### src/hdl/fpt_pkg.sv
// ----------------------------------------------------------------------------
// fpt_pkg
// Shared types for the fan triangulator: queue status and back-end states.
// ----------------------------------------------------------------------------
package fpt_pkg;

  typedef struct packed {
    logic empty;
    logic full;
  } fpt_q_stat_t;

  typedef enum logic [3:0] {
    B_IDLE,
    B_PREP,
    B_MUL,
    B_ABS,
    B_NORM,
    B_SQ,
    B_SQRT,
    B_DIVI,
    B_DIV,
    B_EMIT
  } fpt_bstate_t;

endpackage

### src/hdl/fpt_queue.sv
// ----------------------------------------------------------------------------
// fpt_queue
// Two-entry triangle queue between the fan tracker and the normal engine.
// ----------------------------------------------------------------------------
module fpt_queue #(
  parameter int DW = 480
) (
  input  logic                 clk,
  input  logic                 rst_n,
  input  logic                 push,
  input  logic [DW-1:0]        wr_data,
  input  logic                 pop,
  output logic [DW-1:0]        rd_data,
  output fpt_pkg::fpt_q_stat_t stat
);
  import fpt_pkg::*;

  logic [DW-1:0] mem_r [2];
  logic          wr_ptr_r, wr_ptr_nxt;
  logic          rd_ptr_r, rd_ptr_nxt;
  logic [1:0]    cnt_r, cnt_nxt;

  always_comb begin
    wr_ptr_nxt = push ? ~wr_ptr_r : wr_ptr_r;
    rd_ptr_nxt = pop ? ~rd_ptr_r : rd_ptr_r;
    cnt_nxt    = cnt_r + {1'b0, push} - {1'b0, pop};
  end

  always_ff @(posedge clk) begin
    if (!rst_n) begin
      wr_ptr_r <= 1'b0;
      rd_ptr_r <= 1'b0;
      cnt_r    <= 2'd0;
    end else begin
      wr_ptr_r <= wr_ptr_nxt;
      rd_ptr_r <= rd_ptr_nxt;
      cnt_r    <= cnt_nxt;
    end
  end

  always_ff @(posedge clk) begin
    if (push) begin
      mem_r[wr_ptr_r] <= wr_data;
    end
  end

  assign rd_data    = mem_r[rd_ptr_r];
  assign stat.empty = (cnt_r == 2'd0);
  assign stat.full  = (cnt_r == 2'd2);

`ifndef SYNTHESIS
  a_no_overflow: assert property (@(posedge clk) disable iff (!rst_n)
    push |-> !stat.full) else $error("push into full queue");
  a_no_underflow: assert property (@(posedge clk) disable iff (!rst_n)
    pop |-> !stat.empty) else $error("pop from empty queue");
`endif

endmodule

### config.mk
export PLATFORM = sky130hd
export DESIGN_NAME = fpt_queue
export DESIGN_NICKNAME = d
export VERILOG_FILES = /design/src/hdl/fpt_pkg.sv /design/src/hdl/fpt_queue.sv
export SDC_FILE = /design/constraint.sdc
export NUM_CORES = 1
export LEC_CHECK = 0
export BUFFER_PORTS_ARGS = -buffer_cell sky130_fd_sc_hd__buf_2
export CAP_MARGIN = 10
export CORE_AREA = 2 2 373 375
export CTS_BUF_LIST = sky130_fd_sc_hd__clkbuf_4 sky130_fd_sc_hd__clkbuf_8
export CTS_CLUSTER_DIAMETER = 60
export DETAILED_ROUTE_END_ITERATION = 8
export DIE_AREA = 0 0 375 377
export PLACE_DENSITY = 0.52
export SLEW_MARGIN = 20
export SYNTH_ARGS = -nofsm -noshare
export SYNTH_HDL_FRONTEND = slang
export SYNTH_SLANG_ARGS = --single-unit
### constraint.sdc
create_clock -name clk -period 49.1 [get_ports clk]
set_input_delay 4.91 -clock clk [delete_from_list [all_inputs] [get_ports clk]]
set_output_delay 4.91 -clock clk [all_outputs]
set_load 0.01 [all_outputs]
# After elaboration in Yosys (flattened, before gate mapping)
# Memories as Yosys holds them, arrays and structs flattened. A register that Yosys moved wholly into a read port is not among the register bits.
# Cells that the tools add are included.
# W data, S select, Z words.
dict set report totals {
  ff_bits 4
  latch_bits 0
  ramBits 960
  romBits 0
  input_bits 484
  out_inout_bits 482
  elab_cells 14
  mem_count 1
}
dict set report op_classes {
  add_sub_neg 2
  mul 0
  div_mod_pow 0
  n_lt_le_gt_ge 0
  n_eq_ne 1
  shift 0
  n_mux 4
  n_bitwise 2
  n_reduce_logical 1
}
# memory depth width read_ports rd_clocked_by_memory_dff write_ports line
set memory_table {}
lappend memory_table {mem_r 2 480 1 1 1 fpt_queue.sv:18} ;# logic [DW-1:0] mem_r [2];
# operator count
set ops {}
lappend ops {{$mux W1} 4}
lappend ops {{$add A2 B1 Y2} 1}
lappend ops {{$eq A2 B2 Y1 const B} 1}
lappend ops {{$logic_not A2 Y1} 1}
lappend ops {{$not A1 Y1} 2}
lappend ops {{$sub A2 B1 Y2} 1}

# Longest topological paths before layout
dict set report logic_depth {
  word_depth 3
  depth_mapped 6
  depth_no_buf 6
}

# Worst setup path before layout
# OpenSTA, ideal clock, no wires.
dict set report synth_timing {
  path_kind {input port to flip-flop}
  start {input port push}
  end {register wr_ptr_r}
  t_arrival_ps 26952
  t_required_ps 48943
  setup_slack_ps 21991
  cell_stages 2
  path_cell_list {nor2b_1 -> o21a_1}
}
# element line
set synth_rtl {}
lappend synth_rtl {{start: declaration} fpt_queue.sv:10} ;# input logic push,
lappend synth_rtl {{end signal: assignment} fpt_queue.sv:35} ;# wr_ptr_r <= wr_ptr_nxt;
lappend synth_rtl {{end: declaration} fpt_queue.sv:19} ;# logic wr_ptr_r, wr_ptr_nxt;

==> results.md <==
* Status: completed
* FFs w/ async S/R, synth at 0%
* Clock Path Buffers at 3
* GP Congestion at roughly 0.8
* GRT Residual Overflow at 0
* Vias per std cell at about 4.1
* Unrepaired setup endpoints after global routing: false
* P_sw at roughly 0.43 mW
* Clock-pin slew on the worst setup and hold paths at ~0.060 ns
* Post-synth EDFFs at between 900 and 1000
* # nets final at 3098
* Fin Hold WS at approximately 0.57 ns
* Crit. End Element: primary output
* Critical path's top delay family: buffers and inverters
* Die area at 141000 um2
* Die W at 375 um
* Share of the synthesized area in the top cell type at 82.7%
* Core ar. at 137000 um2
* Port Buffers at a little under 1000
* Dpl cells at roughly 4200
* Slew Viols, Final at 0
* CTS tree: yes
* CP startpoint kind: flip-flop
* Largest net degree at the start of global routing at 74
* CTS Buf Count at ~160
* Antenna Nets Post-Route at 0
* Final Hold Viols at 0
* Static Leak at roughly 17 nW
* Slowest cell on the critical path: buf_4
* Io pins at just under 1000
* Synth Warn # at 0
* Total negative setup slack at 0 ns
* First-pass GRT wire length at between 100 and 150 mm
* Final setup margin at around 38 ns
* Synthesized net count at 2000
* Final core occ at between 30 and 40%
* Setup violators final at 0
* Gate power share at about a tenth
* Critical path type: flip-flop to primary output
* Worst skew pair latency at about 0.83 ns
* Pre-CTS setup slack at a little under 40 ns
* DP HPWL at 66.7 mm
* Root buf cell: clkbuf_8
* Sink Count at just under 1000
* DR vias at 18600
* Crit path largest cell delay at around 0.9 ns
* Share of layout cells above drive strength 1 at 55.6%
* Synth Flop Type: edfxtp_1
* CP arrival at between 5 and 6 ns
* HP Start: rd_ptr_r
* Worst endpoint required time at between 40 and 50 ns
* Final WL at 94.1 mm
* Crit Path Max Fanout at 71
* Post-Syn Area at around 35000 um2
* Fin cells at around 4500
* Final clock skew at 0.0286 ns
* Post-CTS Hold Buffers at 0
* Reg power frac at a little over half
* Cell count after synthesis at roughly 1500
* Final period util at around 22%
* PwrDens at slightly above 40 nW/um2
* DR pass1 iterations at 5
* Met2 Wirelength at 46.9 mm
* Routed WL per cell at 20.7 um
* Routed length on met1 at 34.5 mm
* Wire length on met3 at 9.31 mm
* Final worst path period need at about 11 ns
* Setup bufs post-CTS at 0
* Htree depth at 4
* Vias in the first global route at between 15000 and 20000
* Uppermost routed layer: met5
* Hold WC Path Type: flip-flop to flip-flop
* Post_cts resized at 0
* Initial core utilization at ~25%
* #FFs+latches synth at just under 1000
* Clock share of power at approximately 38%
* Initial antenna violation count at 60
* Pint at between 1 and 1.5 mW
* Rel. slew slack at between 30% and 40%
* Register area share after synthesis at between 80 and 90%
* Area contributors post-synth: edfxtp_1 83%, mux2_2 9.0%, mux2_1 6.5%
* Distinct cells, synth at 14
* Remaining DRCs at 0
* P&R area growth vs syn at 28.8%
* Worst vdd ir at between 0.02 and 0.025 mV
* DRT iter0 DRCs at approximately 1000
* Layout fillers at 13400
* Switching Fraction at between 20% and 30%
* Max Cap Violations at 0
* Start of the worst register-to-register path: wr_ptr_r
* Fmax at 0.0939 GHz
* Area leader, netlist: edfxtp_1
* FP Rows at roughly 140
* Most common cell on crit path: buf_4
* Worst-margin pin slew at around 1.0 ns
* Worst path bufs/invs at 5
* Die Span Y at 377 um
* Synthesized area per cell at between 20 and 25 um2
* CP Cell Sequence: buf_4, buf_4, buf_4, buf_4, mux2_2, buf_2
* Gr usage total at around an eighth
==> layer usage <==
metal  global-route usage, %  up-vias
met1                    13.5     9165
met3                    5.91      232
li1                        -     8319
met2                    21.5      829
met5                       0        -
met4                    5.75       20
==> per-stage QoR <==
| step | power (mW) | area (um2) |
|---|---|---|
| 6_report | 1.84 | 44900 |
| 5_1_grt | 1.92 | 44900 |
| 4_1_cts | 1.88 | 44900 |
| 3_5_place_dp | 1.17 | 41700 |
| 3_3_place_gp | 1.17 | 41700 |
| 2_1_floorplan | 1.10 | 34900 |
==> Yosys cell counts, types with 2 or more instances <==
master    instances
buf_6            22
buf_2            31
dfxtp_1           5
mux2_2          280
mux2_1          200
and2_1            4
inv_1             2
edfxtp_1        960
nor2b_1           4
ha_1              2
==> state kept, by name, summed over array words and instances (netlist names), named ones only <==
name,cells
rd_ptr_r,1
cnt_r,2
mem_r,960
wr_ptr_r,1
==> tightest hold or removal path, stage by stage, from the launching register on <==
cell     delay [ns]
dfxtp_1        0.32
xor2_1         0.07
and2_1         0.14
==> placed cells by master, fill, tap and decap left out <==
master,synthesis,layout
bufinv_16,0,3
diode_2,0,15
xor2_1,1,1
inv_6,0,5
mux2_2,280,280
clkbuf_4,0,57
buf_4,0,22
inv_8,0,1
clkinv_1,0,37
clkinv_4,0,2
and2_4,0,1
inv_1,2,2
ha_1,2,2
buf_2,31,965
and2_1,4,3
inv_12,0,4
mux2_1,200,200
clkbuf_8,0,166
nor2b_4,0,1
dfxtp_4,0,1
nor2b_1,4,3
edfxtp_1,960,960
o21a_1,1,1
xnor3_1,1,1
dfxtp_1,5,4
clkinv_2,0,13
nor2_1,1,1
==> power by group through the flow <==
stage	Clock (mW)	Sequential, mW	Combinational [mW]
4_1_cts	0.721	0.965	0.189
2_1_floorplan	0	1.00	0.0993
5_1_grt	0.754	0.968	0.199
3_3_place_gp	0	0.981	0.187
6_report	0.694	0.965	0.185
3_5_place_dp	0	0.982	0.188
==> path summary, 6_finish.rpt <==
path / end / slack (ns) / cells past startpoint
worst max register to register: mem_r[0][346] / 43.88 / 6
worst min-delay path: flip-flop / 0.57 / 2
worst min register to register: flip-flop / 0.57 / 2
worst max-delay path: rd_data[98] / 38.45 / 6
==> layout make-up <==
class	count	area, um2	area share, %
Antenna cell	15	37.5	0.0836
Clock buffer	223	2710	6.04
Clock inverter	65	432	0.962
Inverter	2	7.51	0.0167
Multi-Input combinational cell	494	5530	12.3
Sequential cell	965	28900	64.4
Tap cell	1794	2240	5.00
Timing Repair Buffer	987	4990	11.1
==> logic make-up (layout without fill, tap and decap cells) <==
kind of cell / Yosys count / after routing / share of synthesized area (%)
AO/OA/AOI/OAI: 1 / 1 / 0.0215
XOR/XNOR: 2 / 2 / 0.0897
adder cells (fa/ha/maj): 2 / 2 / 0.0718
buffers and inverters: 55 / 1277 / 1.18
flip-flops: 965 / 965 / 83.0
multiplexers: 480 / 480 / 15.5
other: 0 / 15 / 0
AND/OR/NAND/NOR: 9 / 9 / 0.154
(Power assumes the default switching activity.)
