<file path="config.mk">
export PLATFORM = sky130hd
export DESIGN_NAME = fpt_front
export DESIGN_NICKNAME = d
export VERILOG_FILES = /design/src/hdl/fpt_pkg.sv /design/src/hdl/fpt_front.sv
export SDC_FILE = /design/constraint.sdc
export NUM_CORES = 1
export LEC_CHECK = 0
export ABC_AREA = 1
export BUFFER_PORTS_ARGS = -buffer_cell sky130_fd_sc_hd__buf_2
export CORE_AREA = 2 2 250 252
export DETAILED_ROUTE_END_ITERATION = 8
export DIE_AREA = 0 0 252 254
export HOLD_SLACK_MARGIN = 0.02
export PLACE_DENSITY = 0.51
export SETUP_SLACK_MARGIN = 0.3
export SYNTH_ARGS = -nofsm -noshare
export SYNTH_HDL_FRONTEND = slang
export SYNTH_SLANG_ARGS = --single-unit
</file>
<file path="constraint.sdc">
create_clock -name clk -period 1.5 [get_ports clk]
set_input_delay 0.3 -clock clk [delete_from_list [all_inputs] [get_ports clk]]
set_output_delay 0.3 -clock clk [all_outputs]
set_load 0.02 [all_outputs]
</file>
<file path="src/hdl/fpt_pkg.sv">
// ----------------------------------------------------------------------------
// fpt_pkg
// Shared types for the fan triangulator: queue status and back-end states.
// ----------------------------------------------------------------------------
package fpt_pkg;

  typedef struct packed {
    logic empty;
    logic full;
  } fpt_q_stat_t;

  typedef enum logic [3:0] {
    B_IDLE,
    B_PREP,
    B_MUL,
    B_ABS,
    B_NORM,
    B_SQ,
    B_SQRT,
    B_DIVI,
    B_DIV,
    B_EMIT
  } fpt_bstate_t;

endpackage

</file>
<file path="src/hdl/fpt_front.sv">
// ----------------------------------------------------------------------------
// fpt_front
// Fan tracker: keeps first and previous vertex, forms fan triangles.
// ----------------------------------------------------------------------------
module fpt_front #(
  parameter int COORD_BITS = 32
) (
  input  logic                    clk,
  input  logic                    rst_n,
  input  logic                    accept,
  input  logic [5*COORD_BITS-1:0] cur_vtx,
  input  logic                    last,
  output logic                    push,
  output logic [15*COORD_BITS-1:0] tri_data
);
  import fpt_pkg::*;

  localparam int VW = 5 * COORD_BITS;

  logic [VW-1:0] first_r, first_nxt;
  logic [VW-1:0] prev_r, prev_nxt;
  logic [1:0]    seen_r, seen_nxt;

  always_comb begin
    first_nxt = first_r;
    prev_nxt  = prev_r;
    seen_nxt  = seen_r;
    push      = 1'b0;
    if (accept) begin
      case (seen_r)
        2'd0: begin
          first_nxt = cur_vtx;
          prev_nxt  = cur_vtx;
          seen_nxt  = 2'd1;
        end
        2'd1: begin
          prev_nxt = cur_vtx;
          seen_nxt = 2'd2;
        end
        default: begin
          push     = 1'b1;
          prev_nxt = cur_vtx;
        end
      endcase
      if (last) begin
        seen_nxt = 2'd0;
      end
    end
  end

  // winding flipped: previous, first, current
  assign tri_data = {prev_r, first_r, cur_vtx};

  always_ff @(posedge clk) begin
    if (!rst_n) begin
      first_r <= '0;
      prev_r  <= '0;
      seen_r  <= 2'd0;
    end else begin
      first_r <= first_nxt;
      prev_r  <= prev_nxt;
      seen_r  <= seen_nxt;
    end
  end

endmodule

</file>
# == After elaboration in Yosys (flattened, before gate mapping) ==
# Cells that the tools add are included.
# totals
out_inout_bits,481
inputBits,164
elab_cells,13
register_bits,322
# op_classes
n_reduce_logical,5
mux,4
eq_ne,1
# op_table
operator,count
$pmux 2 s2,1
$reduce_and 2->1,2
$reduce_bool 3->1,1
$eq 2x1->1 const B,1
$logic_not 2->1,1
$mux 1,2
$mux 2,1
$reduce_or 2->1,1

# == Depth between registers and ports, before layout ==
# Gate-level depths: netlist (run 1).
# depth
word_depth,4
ltp_mapped,8
depth_no_buf,5

# == Worst setup path before layout (run 1) ==
# OpenSTA, ideal clock, no wires.
# synth_timing
path_kind,input-to-output
startpoint,in accept
endpoint,out push
n_path_buf,4
slack_ps,145
arrival_ps,1055
path_stages,6
path_cell_list,buf_6 > buf_6 > buf_2 > buf_2 > nand2_1 > inv_1
# synth_via
elab_chain_len,1
# synth_rtl
item,line,text
from (decl),fpt_front.sv:10,"input logic accept,"
$mux 1,fpt_front.sv:29,if (accept) begin
to (decl),fpt_front.sv:13,"output logic push,"
# No other way between the ends.

# == Worst setup path after layout (run 1) ==
# layout_timing
startpoint,reg seen_r[1]
endpoint,reg first_r[85]
# layout_via
elab_chain_len,2
# layout_rtl
item,line,text
from (decl),fpt_front.sv:22,"logic [1:0] seen_r, seen_nxt;"
from (signal assigned),fpt_front.sv:62,seen_r <= seen_nxt;
$logic_not 2->1,fpt_front.sv:30,case (seen_r)
$reduce_and 2->1 (no source line),n/a,
to (signal assigned),fpt_front.sv:60,first_r <= first_nxt;
to (decl),fpt_front.sv:20,"logic [VW-1:0] first_r, first_nxt;"
# No other way between the ends.
# A chain may end at the register's enable or synchronous reset.

==> summary.txt, run 1 <==
Status
  – Status: complete, but fails checks
  – Failing checks: setup timing

Worst setup path
  – Slowest cell delay on critical path: 330 ps
  – WP depth: 10
  – Top cell by count, worst path: buf_12
  – Worst reg2reg path endpoint: first_r[85]$_SDFFE_PN0P_
  – Setup crit end kind: flop
  – Crit path max fanout: 6
  – Highest-delay cell along the critical path: dfxtp_2
  – Critical path class: reg -> reg
  – Reg2Reg Depth: 10
  – CP arrival: 1980 ps
  – Type of origin of the critical path: flop
  – Bufs and invs on worst path: 5
  – Req. time, crit path: 1960 ps
  – FF-to-FF setup slack: -20 ps
  – R2r startpoint: seen_r[1]$_SDFFE_PN0P_
  – Cell chain of the critical path: buf_6, nor2_4, nand2_8, buf_12, buf_12, buf_12, buf_16, nand2_1, nand2_1, nor2_1
  – Critical Path Source: seen_r[1]$_SDFFE_PN0P_
  – Kind of cell adding the most delay to the critical path: buffers and inverters

GRT
  – All-layer global routing usage: 14.5%
  – Global-route wire length before repair: 72500 um
  – Initial antenna violation count: 1
  – Number of global-route vias before repair: 12500
  – Overflow after GRT: 0
  – Largest net degree at the start of global routing: 84

Timing
  – RSZ-0062 raised after global routing: yes
  – Max-Slew Margin vs Limit: 70.9%
  – Fmax: 0.658 GHz
  – Setup violators final: 1
  – Min Hold Slack: 46.7 ps
  – Final hold vios: 0
  – Final cycle utilization of the critical path: 101%
  – Pins Over Slew Limit: 0
  – Layout Skew: 9.35 ps
  – Tmin final: 1520 ps
  – Worst-Margin Slew: 437 ps
  – Worst Slack Setup Final: -20.3 ps

Clock tree
  – CTS Buffer Depth: 3
  – Clk_lat worst skew: 530 ps
  – TritonCTS Sinks: 322
  – CTS H-tree depth: 2
  – Clock slew at reported path FFs: 60 ps
  – CTS tree: yes
  – CTS root buf: clkbuf_16
  – CTS Buf Count: 38

Synthesis
  – Synth area leaders: dfxtp_1 49%, nor2_1 17%, buf_4 9.1%
  – EDFF count, synth: 0
  – Top FF cell, synth: dfxtp_1
  – Sequential cell area fraction in the yosys report: 48.5%
  – Top-area cell type share of the netlist area: 48.5%
  – Synthesized area per cell: 7.10 um^2
  – Post-synth net total: 2035
  – FF+latch count, synth: 322
  – Post-synth ARST share: 0%
  – Gate Count Post-Synth: 1871
  – Synth unique cells: 16
  – Yosys warns: 0
  – Leading area contributor after synthesis: dfxtp_1
  – Post-synth design cell area: 13300 um^2

Floorplan
  – Die area: 64000 um^2
  – Die width: 252 um
  – Initial Util: 21.7%
  – Floorplan row count: 91
  – # IOs: 645
  – Die Y-Extent: 254 um
  – Core footprint: 61300 um^2

Worst hold path
  – Hold_sp: cur_vtx[127]
  – Min-Delay Endpoint: first_r[127]$_SDFFE_PN0P_
  – Worst hold path depth: 3
  – HP Class: in -> reg

Layout
  – Multi-input logic area: 4880 um^2
  – Storage cell area: 6860 um^2
  – Final instance area: 22500 um^2
  – Post-Route Utilization: 36.7%
  – Diode count: 0
  – Layout Nets: 2662
  – Finished Layout Cells: 3315
  – Share of cells above drive strength 1: 49.0%
  – Synthesis-to-finish area growth: 69.3%
  – Filler Cells Inserted: 6301

Detailed routing
  – Final ANT Viol Nets: 0
  – 1st-iter DRT viols: 560
  – Via count: 13300
  – DR WL/cell: 15.2 um
  – Vias/cell: 4.01
  – Drt total wl: 50300 um
  – Drt first pass iters: 5
  – Drt drc: 0

Job
  – Max cap viols: 0

Pwr
  – Peak VDD IR: 0.642 mV
  – P per Cell Area: 1140 nW/um^2
  – Leak Pwr: 0.0110 uW

Placed design
  – Placer Congestion: 0.779
  – Number of port buffers: 644
  – Placed Cells: 3089
  – Setup WS pre-CTS: 138 ps
  – Post-detail-place hpwl: 32900 um
  – Dpl cell area: 16400 um^2
[tightest hold or removal path, stage by stage]
cell,delay [ps]
buf_2,110
nor2_1,50
nor2_1,80
[metrics by stage]
stage | setup TNS [ps] | total power, uW
2_1_floorplan | 0 | 12700
3_3_place_gp | 0 | 14300
3_5_place_dp | 0 | 14300
4_1_cts | -49.2 | 25500
5_1_grt | -1490 | 26800
6_report | -20.3 | 25700
[synthesized netlist by cell type (4+ instances only)]
master    number
a21oi_1       23
clkbuf_1      50
o21ai_0      161
dfxtp_1      322
nor2_1       608
buf_4        161
buf_2         39
buf_6         14
nand3_1       11
buf_1          4
inv_1        161
nand2_1      313
[repair_timing]
item | CTS | global route
setup buffers | 18 | 15
gates resized for setup | 872 | 260
hold endpoints to repair | 153 | 0
endpoints found under the setup margin | 438 | 577
pin swaps | 22 | 28
hold buffers | 109 | 0
cloned | 10 | 7
[how the worst max path moves through the flow]
stage                     slack, ps                   endpoint
after CTS                       -20                       push
after global placement          160    prev_r[65]$_SDFFE_PN0P_
final                           -20   first_r[85]$_SDFFE_PN0P_
after floorplan                 300  first_r[109]$_SDFFE_PN0P_
after detailed placement        140    prev_r[44]$_SDFFE_PN0P_
after global routing            -90   first_r[58]$_SDFFE_PN0P_
[cells in the final DEF, fill, tap and decap left out]
cell           instances
o21ai_0              161
inv_6                  2
clkinv_2               6
dfxtp_4                4
nor2_1               550
buf_8                  5
nor2_2                40
clkbuf_8              10
nand2_1              267
inv_2                  1
buf_12                30
bufinv_16              3
buf_16                11
clkinvlp_4             2
dfxtp_1                1
clkbuf_16             45
nand2_8                1
a21oi_2                1
nor2_4                19
dfxtp_2              317
clkbuf_1               6
a21oi_1               23
inv_1                160
nand2_2               33
buf_6                330
buf_2                321
nand2_4               12
nand3_1               11
dlygate4sd3_1        109
buf_4                 44
[layout make-up]
cell class / count / share of cell area, %
inverters: 162 / 2.73
repair buffers: 856 / 35.0
well taps: 790 / 4.40
clock inverters: 12 / 0.640
clock buffers: 55 / 5.05
flip-flops and latches: 322 / 30.5
multi-input cells: 1118 / 21.7
[cells by family (layout without fill, tap and decap cells)]
family / after synthesis / count (layout) / synth area share [%]
and+or+nand+nor: 933 / 933 / 26.5
buffers and inverters: 431 / 1085 / 18.0
DFF: 322 / 322 / 48.5
AOI/OAI and AO/OA: 185 / 185 / 7.00
[where the power goes]
part / internal (uW) / switching, uW
Sequential: 9400 / 492
Clock: 5770 / 3800
Combinational: 2880 / 3370
[per-layer routing]
| layer | global-route usage [%] | vias up | share of wire, % |
|---|---|---|---|
| met5 | 0 | - | 0 |
| met4 | 3.82 | 0 | 2.2 |
| met3 | 3.35 | 65 | 5.6 |
| met2 | 25.4 | 418 | 50 |
| met1 | 17.6 | 6070 | 42 |
| li1 | - | 6729 | - |
[flip-flops by register name, summed over array words and instances, names as in the netlist]
| register | cells |
|---|---|
| first_r | 160 |
| prev_r | 160 |
| seen_r | 2 |
Power figures use the tool's default switching activity.
==> run 2, diff against run 1 <==
--- a/config.mk
+++ b/config.mk
@@ -15,2 +15,3 @@
 export SETUP_SLACK_MARGIN = 0.3
+export SLEW_MARGIN = 20
 export SYNTH_ARGS = -nofsm -noshare
==> constraint.sdc (replaced) <==
create_clock -name clk -period 1.5 [get_ports clk]
set_input_delay 0.375 -clock clk [delete_from_list [all_inputs] [get_ports clk]]
set_output_delay 0.375 -clock clk [all_outputs]
set_load 0.02 [all_outputs]
==> run 2 against run 1 <==
  * The run still ends with setup timing left
  * Design area shrank 7.3%
  * Worst setup slack lost 44 ps
  * Wire length shrank 6.3%
  * Non-clock buffer count shrank 97
  * Die area is the same
  * Core utilization shrank 2.7 points
  * Hold slack gained 41 ps
  * Combinational power shrank 9.0%
  * Register-to-register slack gained 20 ps
  * Critical endpoint is now push
  * Largest cell class is now registers
==> summary.txt, run 2 (synthesis gave the netlist of run 1 again) <==
Status
  – Status: complete, but fails checks
  – Failing checks: setup timing

Timing
  – Setup violators final: 2
  – Setup Total Neg Slack: -66.3 ps
  – Max-Slew Margin vs Limit: 79.3%
  – RSZ-0062 raised after global routing: yes
  – Fmax: 0.639 GHz
  – Worst-Margin Slew: 310 ps
  – Layout Skew: 15.0 ps
  – Worst Slack Setup Final: -64.7 ps
  – Final cycle utilization of the critical path: 104%
  – Min Hold Slack: 88.0 ps
  – Final hold vios: 0
  – Pins Over Slew Limit: 0
  – Tmin final: 1560 ps

Clock tree
  – TritonCTS Sinks: 322
  – CTS Buf Count: 37
  – CTS root buf: clkbuf_16
  – Cts hold-fix bufs: 0
  – CTS Buffer Depth: 3
  – Clock slew at reported path FFs: 60 ps
  – Clk_lat worst skew: 540 ps
  – CTS H-tree depth: 2
  – CTS tree: yes

Placed design
  – Number of port buffers: 644
  – Post-detail-place hpwl: 32900 um
  – Placer Congestion: 0.801
  – Placed Cells: 3108

Floorplan
  – # IOs: 645
  – Die area: 64000 um^2
  – Core footprint: 61300 um^2
  – Die Y-Extent: 254 um
  – Die width: 252 um
  – Initial Util: 21.7%
  – Floorplan row count: 91

GRT
  – All-layer global routing usage: 13.4%
  – Initial antenna violation count: 0
  – Largest net degree at the start of global routing: 62
  – Overflow after GRT: 0
  – Global-route wire length before repair: 67600 um
  – Number of global-route vias before repair: 11700

Worst setup path
  – Setup crit end kind: primary output
  – CP arrival: 1190 ps
  – FF-to-FF setup slack: 0 ps
  – Type of origin of the critical path: flop
  – Crit path max fanout: 3
  – Critical path class: reg -> out
  – Req. time, crit path: 1120 ps

Layout
  – Share of cells above drive strength 1: 48.1%
  – Largest regs: first_r: 160 flops, prev_r: 160 flops, seen_r: 2 flops
  – Finished Layout Cells: 3216
  – Layout Nets: 2564
  – Diode count: 0
  – Filler Cells Inserted: 6535
  – Most frequent cells in the layout: 595 x nor2_1, 325 x buf_6, 321 x buf_2, 320 x dfxtp_2, 300 x nand2_1
  – Commonest non-fill, non-tap cell in the layout: nor2_1
  – Synthesis-to-finish area growth: 56.9%
  – Post-Route Utilization: 34.0%

Pwr
  – Sequential share of power: 40.4%
  – Comb power frac: 23.3%
  – Peak VDD IR: 0.624 mV
  – Switching Share: 29.8%
  – Sw Pwr: 7270 uW
  – P_int: 17200 uW
  – P per Cell Area: 1170 nW/um^2
  – Tot Pwr: 24400 uW
  – Leak Pwr: 0.0104 uW
  – Clock share of power: 36.3%

Detailed routing
  – 1st-iter DRT viols: 525
  – Drt total wl: 47100 um
  – DR WL/cell: 14.7 um
  – Via count: 12700
  – Vias/cell: 3.95
  – Drt first pass iters: 5
  – Final ANT Viol Nets: 0
  – Drt drc: 0

Worst hold path
  – HP Class: in -> reg

Job
  – Max cap viols: 0
[run 2: power groups by stage]
| stage | sequential, uW | clock [uW] | combinational [uW] |
|---|---|---|---|
| floorplan | 10600 | 0 | 2140 |
| global placement | 9740 | 0 | 4610 |
| detailed placement | 9750 | 0 | 4600 |
| CTS | 9870 | 9220 | 5430 |
| global route | 9950 | 9550 | 6150 |
| finish | 9870 | 8880 | 5690 |
[run 2: worst paths after layout]
kind,startpoint,to,cells past startpoint
worst max-delay path,seen_r[1]$_SDFFE_PN0P_,push,4
worst min-delay path,cur_vtx[51],first_r[51]$_SDFFE_PN0P_,3
worst max register to register,seen_r[1]$_SDFFE_PN0P_,first_r[86]$_SDFFE_PN0P_,8
worst min register to register,first_r[155]$_SDFFE_PN0P_,first_r[155]$_SDFFE_PN0P_,2
[run 2: layout make-up]
type                            instances  area (um^2)  share of cell area [%]
Multi-Input combinational cell       1118         4560                    21.9
Clock buffer                           59         1150                    5.52
Clock inverter                          6         33.8                   0.162
Sequential cell                       322         6850                    32.9
Inverter                              162          613                    2.94
Timing Repair Buffer                  759         6640                    31.9
Tap cell                              790          988                    4.74
[run 2: per-stage QoR]
step	instance area, um^2	worst slack, ps
4_1_cts	20200	-94.6
3_5_place_dp	16600	128
6_report	20800	-64.7
2_1_floorplan	13400	155
3_3_place_gp	16600	129
5_1_grt	20800	-113
[run 2: worst max-delay path, cell delays in order (launching register included)]
cell	delay, ps
dfxtp_2	320
buf_6	120
nand2_4	50
inv_2	40
buf_6	120
[run 2: timing repair]
| item | 4_1_cts | 5_1_grt |
|---|---|---|
| gates cloned | 0 | 11 |
| buffers inserted | 9 | 23 |
| pin swaps | 0 | 10 |
| resized for setup | 965 | 49 |
| setup endpoints to repair | 390 | 481 |
[run 2: layer usage]
layer  up-vias  track usage, %  share of wire (%)
met5         -               0                  0
met4         0            4.13                2.1
met3        53            3.26                5.4
met2       363            23.6                 50
met1      5751            16.0                 42
li1       6529               -                  -
